## config.mk

```make
export PLATFORM = sky130hd
export DESIGN_NAME = led_strip_frame_encoder
export DESIGN_NICKNAME = d
export VERILOG_FILES = /design/src/sv/lsfe_pkg.sv /design/src/sv/lsfe_front.sv /design/src/sv/lsfe_queue.sv /design/src/sv/lsfe_back.sv /design/src/sv/led_strip_frame_encoder.sv
export SDC_FILE = /design/constraint.sdc
export NUM_CORES = 1
export LEC_CHECK = 0
export BUFFER_PORTS_ARGS = -buffer_cell sky130_fd_sc_hd__buf_4
export CORE_AREA = 2 2 117 119
export DETAILED_ROUTE_END_ITERATION = 10
export DIE_AREA = 0 0 119 121
export HOLD_SLACK_MARGIN = 0.06
export PLACE_DENSITY = 0.52
export SETUP_SLACK_MARGIN = 0.05
export SYNTH_ARGS = -nofsm -noshare
export SYNTH_HDL_FRONTEND = slang
export SYNTH_HIERARCHICAL = 1
export SYNTH_SLANG_ARGS = --single-unit
```

## constraint.sdc

```tcl
create_clock -name clk -period 3.1 [get_ports clk]
set_input_delay 0.465 -clock clk [delete_from_list [all_inputs] [get_ports clk]]
set_output_delay 0.465 -clock clk [all_outputs]
set_load 0.05 [all_outputs]
```

## src/sv/lsfe_pkg.sv

```systemverilog
// shared types and constants for the led strip frame encoder
// no dependencies
package lsfe_pkg;

	localparam int unsigned START_BYTES = 4;
	localparam int unsigned PIXEL_BYTES = 4;
	localparam logic [7:0] START_FILL  = 8'h00;
	localparam logic [7:0] END_FILL    = 8'hFF;
	localparam logic [7:0] HEADER_RST  = 8'hFF;

	// byte positions inside a pixel
	localparam logic [1:0] POS_HEADER = 2'd0;
	localparam logic [1:0] POS_BLUE   = 2'd1;
	localparam logic [1:0] POS_GREEN  = 2'd2;
	localparam logic [1:0] POS_RED    = 2'd3;

	typedef struct packed {
		logic [7:0] blue;
		logic [7:0] green;
		logic [7:0] red;
		logic       last_pixel;
	} pixel_t;

	typedef struct packed {
		logic [7:0] out_byte;
		logic       run_last;
		logic       frame_done;
	} strip_word_t;

	// one queued pixel plus what the front decided about it
	typedef struct packed {
		pixel_t px;
		logic   start;
	} qent_t;

	typedef struct packed {
		logic full;
		logic empty;
	} q_status_t;

	typedef enum logic [1:0] {
		PH_ENTRY,
		PH_START,
		PH_PIXEL,
		PH_END
	} phase_t;

endpackage

```

## src/sv/lsfe_front.sv

```systemverilog
// front end: accepts pixels, tracks whether a frame is open, tags start of frame
// depends on lsfe_pkg
module lsfe_front (
	input  logic              clk,
	input  logic              arst_n,
	input  logic              pix_valid,
	output logic              pix_stall,
	input  lsfe_pkg::pixel_t  pix,
	input  lsfe_pkg::q_status_t q_status,
	output logic              push,
	output lsfe_pkg::qent_t   push_ent
);
	import lsfe_pkg::*;

	logic frame_open_q;

	assign pix_stall = q_status.full;
	assign push      = pix_valid && !q_status.full;

	always_comb begin
		push_ent.px    = pix;
		push_ent.start = !frame_open_q;
	end

	always_ff @(posedge clk or negedge arst_n) begin
		if (!arst_n) begin
			frame_open_q <= 1'b0;
		end else if (push) begin
			frame_open_q <= !pix.last_pixel;
		end
	end

endmodule

```

## src/sv/lsfe_queue.sv

```systemverilog
// two-entry queue between front and back
// depends on lsfe_pkg
module lsfe_queue (
	input  logic                clk,
	input  logic                arst_n,
	input  logic                push,
	input  lsfe_pkg::qent_t     push_ent,
	input  logic                pop,
	output lsfe_pkg::qent_t     head,
	output lsfe_pkg::q_status_t status
);
	import lsfe_pkg::*;

	qent_t      ent_q [2];
	logic       wr_ptr_q;
	logic       rd_ptr_q;
	logic [1:0] cnt_q;

	assign head         = ent_q[rd_ptr_q];
	assign status.full  = (cnt_q == 2'd2);
	assign status.empty = (cnt_q == 2'd0);

	always_ff @(posedge clk) begin
		if (push) begin
			ent_q[wr_ptr_q] <= push_ent;
		end
	end

	always_ff @(posedge clk or negedge arst_n) begin
		if (!arst_n) begin
			wr_ptr_q <= 1'b0;
			rd_ptr_q <= 1'b0;
			cnt_q    <= 2'd0;
		end else begin
			if (push) begin
				wr_ptr_q <= !wr_ptr_q;
			end
			if (pop) begin
				rd_ptr_q <= !rd_ptr_q;
			end
			case ({push, pop})
				2'b10:   cnt_q <= cnt_q + 2'd1;
				2'b01:   cnt_q <= cnt_q - 2'd1;
				default: cnt_q <= cnt_q;
			endcase
		end
	end

endmodule

```

## src/sv/lsfe_back.sv

```systemverilog
// back end: byte sequencer over start frame, pixel and end frame, with output register
// depends on lsfe_pkg
module lsfe_back #(
	parameter int unsigned END_BYTES = 12
) (
	input  logic                  clk,
	input  logic                  arst_n,
	input  lsfe_pkg::qent_t       head,
	input  lsfe_pkg::q_status_t   q_status,
	input  logic [7:0]            header_byte,
	output logic                  pop,
	output logic                  strip_valid,
	input  logic                  strip_stall,
	output lsfe_pkg::strip_word_t strip
);
	import lsfe_pkg::*;

	localparam int unsigned CNT_W = $clog2(END_BYTES);

	phase_t      phase_q, phase_nxt, cur_ph;
	logic [CNT_W-1:0] cnt_q, cnt_nxt;
	logic        advance, fire, done;
	strip_word_t gen;
	logic        out_valid_q;
	strip_word_t out_word_q;

	assign advance = !out_valid_q || !strip_stall;
	assign fire    = advance && !q_status.empty;
	assign pop     = fire && done;

	assign strip_valid = out_valid_q;
	assign strip       = out_word_q;

	// phase of the byte about to go out
	always_comb begin
		cur_ph = phase_q;
		if (phase_q == PH_ENTRY) begin
			cur_ph = head.start ? PH_START : PH_PIXEL;
		end
	end

	// next state
	always_comb begin
		phase_nxt = phase_q;
		cnt_nxt   = cnt_q;
		if (fire) begin
			cnt_nxt   = cnt_q + CNT_W'(1);
			phase_nxt = cur_ph;
			case (cur_ph)
				PH_START: begin
					if (cnt_q == CNT_W'(START_BYTES - 1)) begin
						phase_nxt = PH_PIXEL;
						cnt_nxt   = '0;
					end
				end
				PH_PIXEL: begin
					if (cnt_q == CNT_W'(PIXEL_BYTES - 1)) begin
						phase_nxt = head.px.last_pixel ? PH_END : PH_ENTRY;
						cnt_nxt   = '0;
					end
				end
				PH_END: begin
					if (cnt_q == CNT_W'(END_BYTES - 1)) begin
						phase_nxt = PH_ENTRY;
						cnt_nxt   = '0;
					end
				end
				default: begin
					phase_nxt = PH_ENTRY;
					cnt_nxt   = '0;
				end
			endcase
		end
	end

	// outputs: generated byte and end-of-item flag
	always_comb begin
		gen  = '0;
		done = 1'b0;
		case (cur_ph)
			PH_START: gen.out_byte = START_FILL;
			PH_PIXEL: begin
				case (cnt_q[1:0])
					POS_HEADER: gen.out_byte = header_byte;
					POS_BLUE:   gen.out_byte = head.px.blue;
					POS_GREEN:  gen.out_byte = head.px.green;
					POS_RED:    gen.out_byte = head.px.red;
					default:    gen.out_byte = head.px.red;
				endcase
				if (cnt_q == CNT_W'(PIXEL_BYTES - 1) && !head.px.last_pixel) begin
					done         = 1'b1;
					gen.run_last = 1'b1;
				end
			end
			PH_END: begin
				gen.out_byte = END_FILL;
				if (cnt_q == CNT_W'(END_BYTES - 1)) begin
					done           = 1'b1;
					gen.run_last   = 1'b1;
					gen.frame_done = 1'b1;
				end
			end
			default: gen.out_byte = START_FILL;
		endcase
	end

	always_ff @(posedge clk or negedge arst_n) begin
		if (!arst_n) begin
			phase_q     <= PH_ENTRY;
			cnt_q       <= '0;
			out_valid_q <= 1'b0;
		end else begin
			phase_q <= phase_nxt;
			cnt_q   <= cnt_nxt;
			if (advance) begin
				out_valid_q <= !q_status.empty;
			end
		end
	end

	always_ff @(posedge clk) begin
		if (fire) begin
			out_word_q <= gen;
		end
	end

endmodule

```

## src/sv/led_strip_frame_encoder.sv

```systemverilog
// top level of the led strip frame encoder: header register, front, queue, back
// depends on lsfe_pkg, lsfe_front, lsfe_queue, lsfe_back
//
// usage
// - pixel channel (pix_valid / pix_stall / pix): one word per pixel carrying
//   blue, green, red and last_pixel; a word is taken when pix_valid is high
//   and pix_stall is low
// - strip channel (strip_valid / strip_stall / strip): one word per byte in
//   wire order; run_last marks the final byte of a pixel not marked last
//   and the final byte of the end frame, which frame_done also marks
// - cfg channel (cfg_valid / cfg_ready / cfg_data): writes header_byte, which
//   leads every pixel; write only while the block is idle; cfg_ready is
//   always high
// - a pixel that opens a frame is preceded by four zero bytes; a pixel marked
//   last is followed by END_BYTES bytes of 0xff
// - on an empty block, a taken pixel is written into the queue and its first
//   byte then goes out through the output register
// - the back-end sequencer sends one byte per cycle while a pixel is queued and the
//   receiver does not stall: 4 bytes per pixel, plus 4 for a frame start and END_BYTES for a frame end
// - a two-entry queue lets the front take pixels while the back is busy;
//   pix_stall rises only when that queue is full
// - when the receiver stalls, the output register holds its word and the
//   sequencer waits; nothing is lost
// - reset clears the queue, closes the frame and sets header_byte to 0xff
module led_strip_frame_encoder #(
	parameter int unsigned END_BYTES = 12
) (
	input  logic                  clk,
	input  logic                  arst_n,
	input  logic                  pix_valid,
	output logic                  pix_stall,
	input  lsfe_pkg::pixel_t      pix,
	output logic                  strip_valid,
	input  logic                  strip_stall,
	output lsfe_pkg::strip_word_t strip,
	input  logic                  cfg_valid,
	output logic                  cfg_ready,
	input  logic [7:0]            cfg_data
);
	import lsfe_pkg::*;

	logic       header_we;
	logic [7:0] header_byte_q;
	logic       push, pop;
	qent_t      push_ent, head;
	q_status_t  q_status;

	// config is always accepted
	assign cfg_ready = 1'b1;
	assign header_we = cfg_valid && cfg_ready;

	always_ff @(posedge clk or negedge arst_n) begin
		if (!arst_n) begin
			header_byte_q <= HEADER_RST;
		end else if (header_we) begin
			header_byte_q <= cfg_data;
		end
	end

	// front: takes pixels, tags the first pixel of each frame
	lsfe_front u_front (
		.clk      (clk),
		.arst_n   (arst_n),
		.pix_valid(pix_valid),
		.pix_stall(pix_stall),
		.pix      (pix),
		.q_status (q_status),
		.push     (push),
		.push_ent (push_ent)
	);

	// decoupling queue
	lsfe_queue u_queue (
		.clk     (clk),
		.arst_n  (arst_n),
		.push    (push),
		.push_ent(push_ent),
		.pop     (pop),
		.head    (head),
		.status  (q_status)
	);

	// back: one byte per cycle from the queue head while a pixel is queued and the receiver does not stall
	lsfe_back #(
		.END_BYTES(END_BYTES)
	) u_back (
		.clk        (clk),
		.arst_n     (arst_n),
		.head       (head),
		.q_status   (q_status),
		.header_byte(header_byte_q),
		.pop        (pop),
		.strip_valid(strip_valid),
		.strip_stall(strip_stall),
		.strip      (strip)
	);

endmodule

```

Word-level counts from Yosys, hierarchy flattened
Memories as Yosys holds them, arrays and structs flattened.
Cells that the tools add are included.
Word-level totals
  input port bits: 38
  logic and storage cells: 65
  bits in registers: 30
  output and inout bits: 13
  memories: 1
  RAM bits: 52
Cells by class
  equal/unequal tests: 11
  $add $sub $neg: 3
  reduce and logical (&&, ||, !) cells: 19
  multiplexer cells: 20
Memories
  u_queue.ent_q: words 2, width 26, read ports 1, clocked after Yosys merged registers in 0, wr ports 1, line lsfe_queue.sv:14  | qent_t ent_q [2];
Operators by type and width (number)
  case mux 8 bit (4 select lines): 1
  case mux 8 bit (2 select lines): 1
  two-way mux 2 bit: 7
  equality test 2 bit, second input constant: 6
  zero test 1 bit: 9
  two-way mux 4 bit: 2
  case mux 4 bit (2 select lines): 1
  equality test 2 x 1 -> 1 bit, second input constant: 3
  zero test 2 bit: 3
  case mux 2 bit (3 select lines): 1
  adder 4 x 1 -> 4 bit, second input constant: 1
  equality test 4 x 2 -> 1 bit, second input constant: 1
  equality test 4 bit, second input constant: 1
  logical AND 1 bit: 4
  two-way mux 1 bit: 4
  case mux 1 bit (2 select lines): 2
  case mux 2 bit (2 select lines): 1
  adder 2 x 1 -> 2 bit, second input constant: 1
  nonzero test 2 bit: 1
  OR reduction 2 bit: 1
  subtractor 2 x 1 -> 2 bit, second input constant: 1
  logical OR 1 bit: 1

Longest topological paths before layout
An unclocked memory read counts as a cell.
  depth after elaboration: 8
  gate-level depth with buffers: 11
  depth with buffers taken out: 10

Modules after synthesis
Netlist, hierarchy kept.
Modules (own cells, without submodules)
  lsfe_queue: area an instance 2160.8 sq um, cells each 97, times used 1, sequential area each 1661.6 sq um
  lsfe_back: area an instance 1096.1 sq um, cells each 112, times used 1, sequential area each 475.5 sq um
  led_strip_frame_encoder: area an instance 352.8 sq um, cells each 19, times used 1, sequential area each 210.2 sq um
  lsfe_front: area an instance 247.7 sq um, cells each 30, times used 1, sequential area each 25.0 sq um

Worst setup path before layout
OpenSTA, ideal clock, no wires.
  path kind: register -> register
  start point: register u_queue.rd_ptr_q
  end point: register u_queue.cnt_q[1]
  required time: 3.021 ns
  period minus slack after synthesis: 2.518 ns
  library setup time: 0.079 ns
  buffers on the path: 1
  slack: 0.582 ns
  arrival time: 2.439 ns
  stages on the path, launching flop included: 10
  cell sequence: dfrtp_1 -> buf_6 -> mux2_2 -> o21bai_2 -> ha_1 -> a22oi_1 -> nor4_1 -> ha_1 -> nor2_1 -> xor2_1
RTL lines
  start: declaration: line lsfe_queue.sv:16  | logic rd_ptr_q;
  start signal: assignment: line lsfe_queue.sv:39  | rd_ptr_q <= !rd_ptr_q;
  end signal: assignment: line lsfe_queue.sv:42  | 2'b10: cnt_q <= cnt_q + 2'd1;
  end signal: assignment: line lsfe_queue.sv:43  | 2'b01: cnt_q <= cnt_q - 2'd1;
  end signal: assignment: line lsfe_queue.sv:44  | default: cnt_q <= cnt_q;
  end: declaration: line lsfe_queue.sv:17  | logic [1:0] cnt_q;

==> qor.txt <==
number of buffers created by CTS: 9
initial drt markers: 151
CP startpoint: u_queue/rd_ptr_q
element type at the critical path start: register
die width: 119 um
vias in the first global route: 2,029
H-tree levels: 3
Hold/Removal Path Class: primary input to register
post-synthesis sequential area ratio: 61.50%
layout cell share with drive strength beyond 1: 40.48%
clock sink total: 82
CTS Hold Bufs: 1
Worst Max-Slew Pin Slew: 616.1 ps
dpl hpwl: 4.601 mm
Die Y: 121 um
vias: 2,014
via density per instance: 4.331
Leak: 1.780 nW
gr ovfl total: 0
setup TNS: 0 ps
crit path capture: u_queue/cnt_q[1]
Post-synth ARST share: 24.39%
Clk Latency, worst-skew pair: 330 ps
Setup violations, final: 0
Max Clk Rate: 374.0 MHz
Resized Gates After CTS: 0
syn_nets: 306
Synth Instances: 258
Min-Delay Path Depth: 1
# diodes: 0
WL final: 6.783 mm
Root Buffer: clkbuf_16
post-route DRC violation count: 0
initial core utilization: 29.48%
area leader, netlist: edfxtp_1
largest net degree at the start of global routing: 27
Final Cycle Share: 86.25%
status: finished, final reports clean
Crit. End Element: register
crit-path max FO: 7
Post-synth EDFFs: 62
Core Region: 0.01309 mm2
# rows: 42
post-route antenna net violation count: 0
WL per Instance: 14.59 um
GRT Total Usage: 9.858%
predominant post-synthesis flop cell: edfxtp_1
flop-to-flop setup slack: 430 ps
RSZ-0062 raised after global routing: no
Period minus WS final: 2674 ps
CTS Buffer Depth: 2
Synth-to-Final Area Change: 16.09%
GP Congestion: 0.7781
most instantiated cells after synthesis: edfxtp_1 (62), buf_4 (27), mux2_4 (27), nor2_1 (14), dfrtp_1 (12)
Yosys cell types: 44
fin nets: 333
Post-Syn Area: 0.003857 mm2
maximum vdd drop: 0.0003438 V
most frequent cell after synthesis: edfxtp_1
Power Density: 925.9 mW/mm2
Yosys reg bits: 82
first drt pass iteration count: 5
Reg2Reg Depth: 8
Port Buffer Count: 49
Crit Path Class: register to register
Mean Syn Cell Area: 14.95 um2
top cells by area, synth: edfxtp_1 (48%), mux2_4 (11%), dfrtp_1 (7.8%)
Clock transition at path regs: 60 ps
Max Transition Viols Final: 0
Worst Path Arrival: 2920 ps
Synth top area share: 48.26%
final core utilization: 34.22%
io pins: 51
RR Startpoint: u_queue/rd_ptr_q
reg-to-reg endpoint: u_queue/cnt_q[1]
Final Power: 4.146 mW
Ys Warns: 6
MaxCap Viol Count: 0
Clock Skews: 8.301 ps
first-pass GRT wire length: 10.81 mm
die footprint: 0.01440 mm2
initial antenna violation count: 0
CTS tree: done
Data required, critical path: 3350 ps
Slew headroom: 58.93%
setup repair bufs after CTS: 0
Fin. Hold Viols: 0
## logic make-up (layout without fill, tap and decap cells)
group / count (synthesis) / in the layout / synth area share (%)
XOR/XNOR: 5 / 5 / 1.135
AO/OA/AOI/OAI: 44 / 44 / 7.947
buffers and inverters: 46 / 77 / 8.531
AND/OR/NAND/NOR: 34 / 34 / 4.476
multiplexers: 36 / 36 / 13.07
other: 1 / 1 / 0.09721
flip-flops: 82 / 82 / 61.50
adder cells (fa/ha/maj): 10 / 10 / 3.244
## cell type report
cell class                      count  area, um2
Fill cell                        1298       8607
Sequential cell                    82       2372
Multi-Input combinational cell    130       1159
Timing Repair Buffer               53      400.4
Clock buffer                        9      225.2
Tap cell                          176      220.2
Clock inverter                      6      67.56
Inverter                            9      33.78
## metrics by stage
stage / instance area, um2 / std cells / setup WS (ps) / hold slack (ps)
after floorplan: 3857 / 258 / 582.2 / 169.4
after global placement: 4175 / 449 / 509.1 / 369.8
after detailed placement: 4175 / 449 / 414.9 / 371.9
after CTS: 4478 / 465 / 406.1 / 301.7
after global routing: 4478 / 465 / 252.3 / 297.1
final: 4478 / 465 / 426.2 / 314.0
## critical path, stage by stage, from the launching register on
cell and delay (ps):
dfrtp_1 350, mux2_2 370, o21bai_2 260, ha_1 340, a22oi_1 150, nor4_1 490
ha_1 350, nor2_1 130, xor2_1 150
## sequential cells by signal, indices dropped and copies added (netlist names)
name / count
header_byte_q: 8
u_back/cnt_q: 4
u_back/phase_q: 2
u_back/strip: 10
u_back/strip_valid: 1
u_front/frame_open_q: 1
u_queue/cnt_q: 2
u_queue/ent_q: 52
u_queue/rd_ptr_q: 1
u_queue/wr_ptr_q: 1
## per-layer routing
metal / global-route usage (%) / up-vias / wire, um
li1: - / 985 / -
met1: 13.52 / 969 / 3265
met2: 14.76 / 53 / 3084
met3: 1.833 / 7 / 327
met4: 5.357 / 0 / 106
met5: 0 / - / 0
## cells in the final DEF, fill, tap and decap left out, drive strengths merged, types with 2 or more instances in the layout
master   n
dfrtp   12
dfstp    8
mux2    34
buf     52
o21bai   2
a21oi   12
inv     10
ha      10
edfxtp  62
a222oi   8
nand2    6
clkinv   3
mux2i    2
o21ai   11
clkbuf   9
xnor2    2
nor3     3
nor2    14
a21o     2
xor2     3
o31ai    3
nor2b    3
## how the worst min path moves through the flow
stage / from / end / slack, ps
2_1_floorplan: arst_n / u_back/cnt_q[0] / 170
3_3_place_gp: arst_n / u_back/strip_valid / 370
3_5_place_dp: arst_n / u_queue/wr_ptr_q / 370
4_1_cts: pix[4] / u_queue/ent_q[1][5] / 300
5_1_grt: pix[4] / u_queue/ent_q[1][5] / 300
6_report: pix[12] / u_queue/ent_q[1][13] / 310
## power breakdown
group	total (mW)	switching [mW]	internal [mW]
logic	1.43	0.890	0.540
registers	1.67	0.122	1.55
clock network	1.04	0.423	0.622
(Power assumes the default switching activity.)
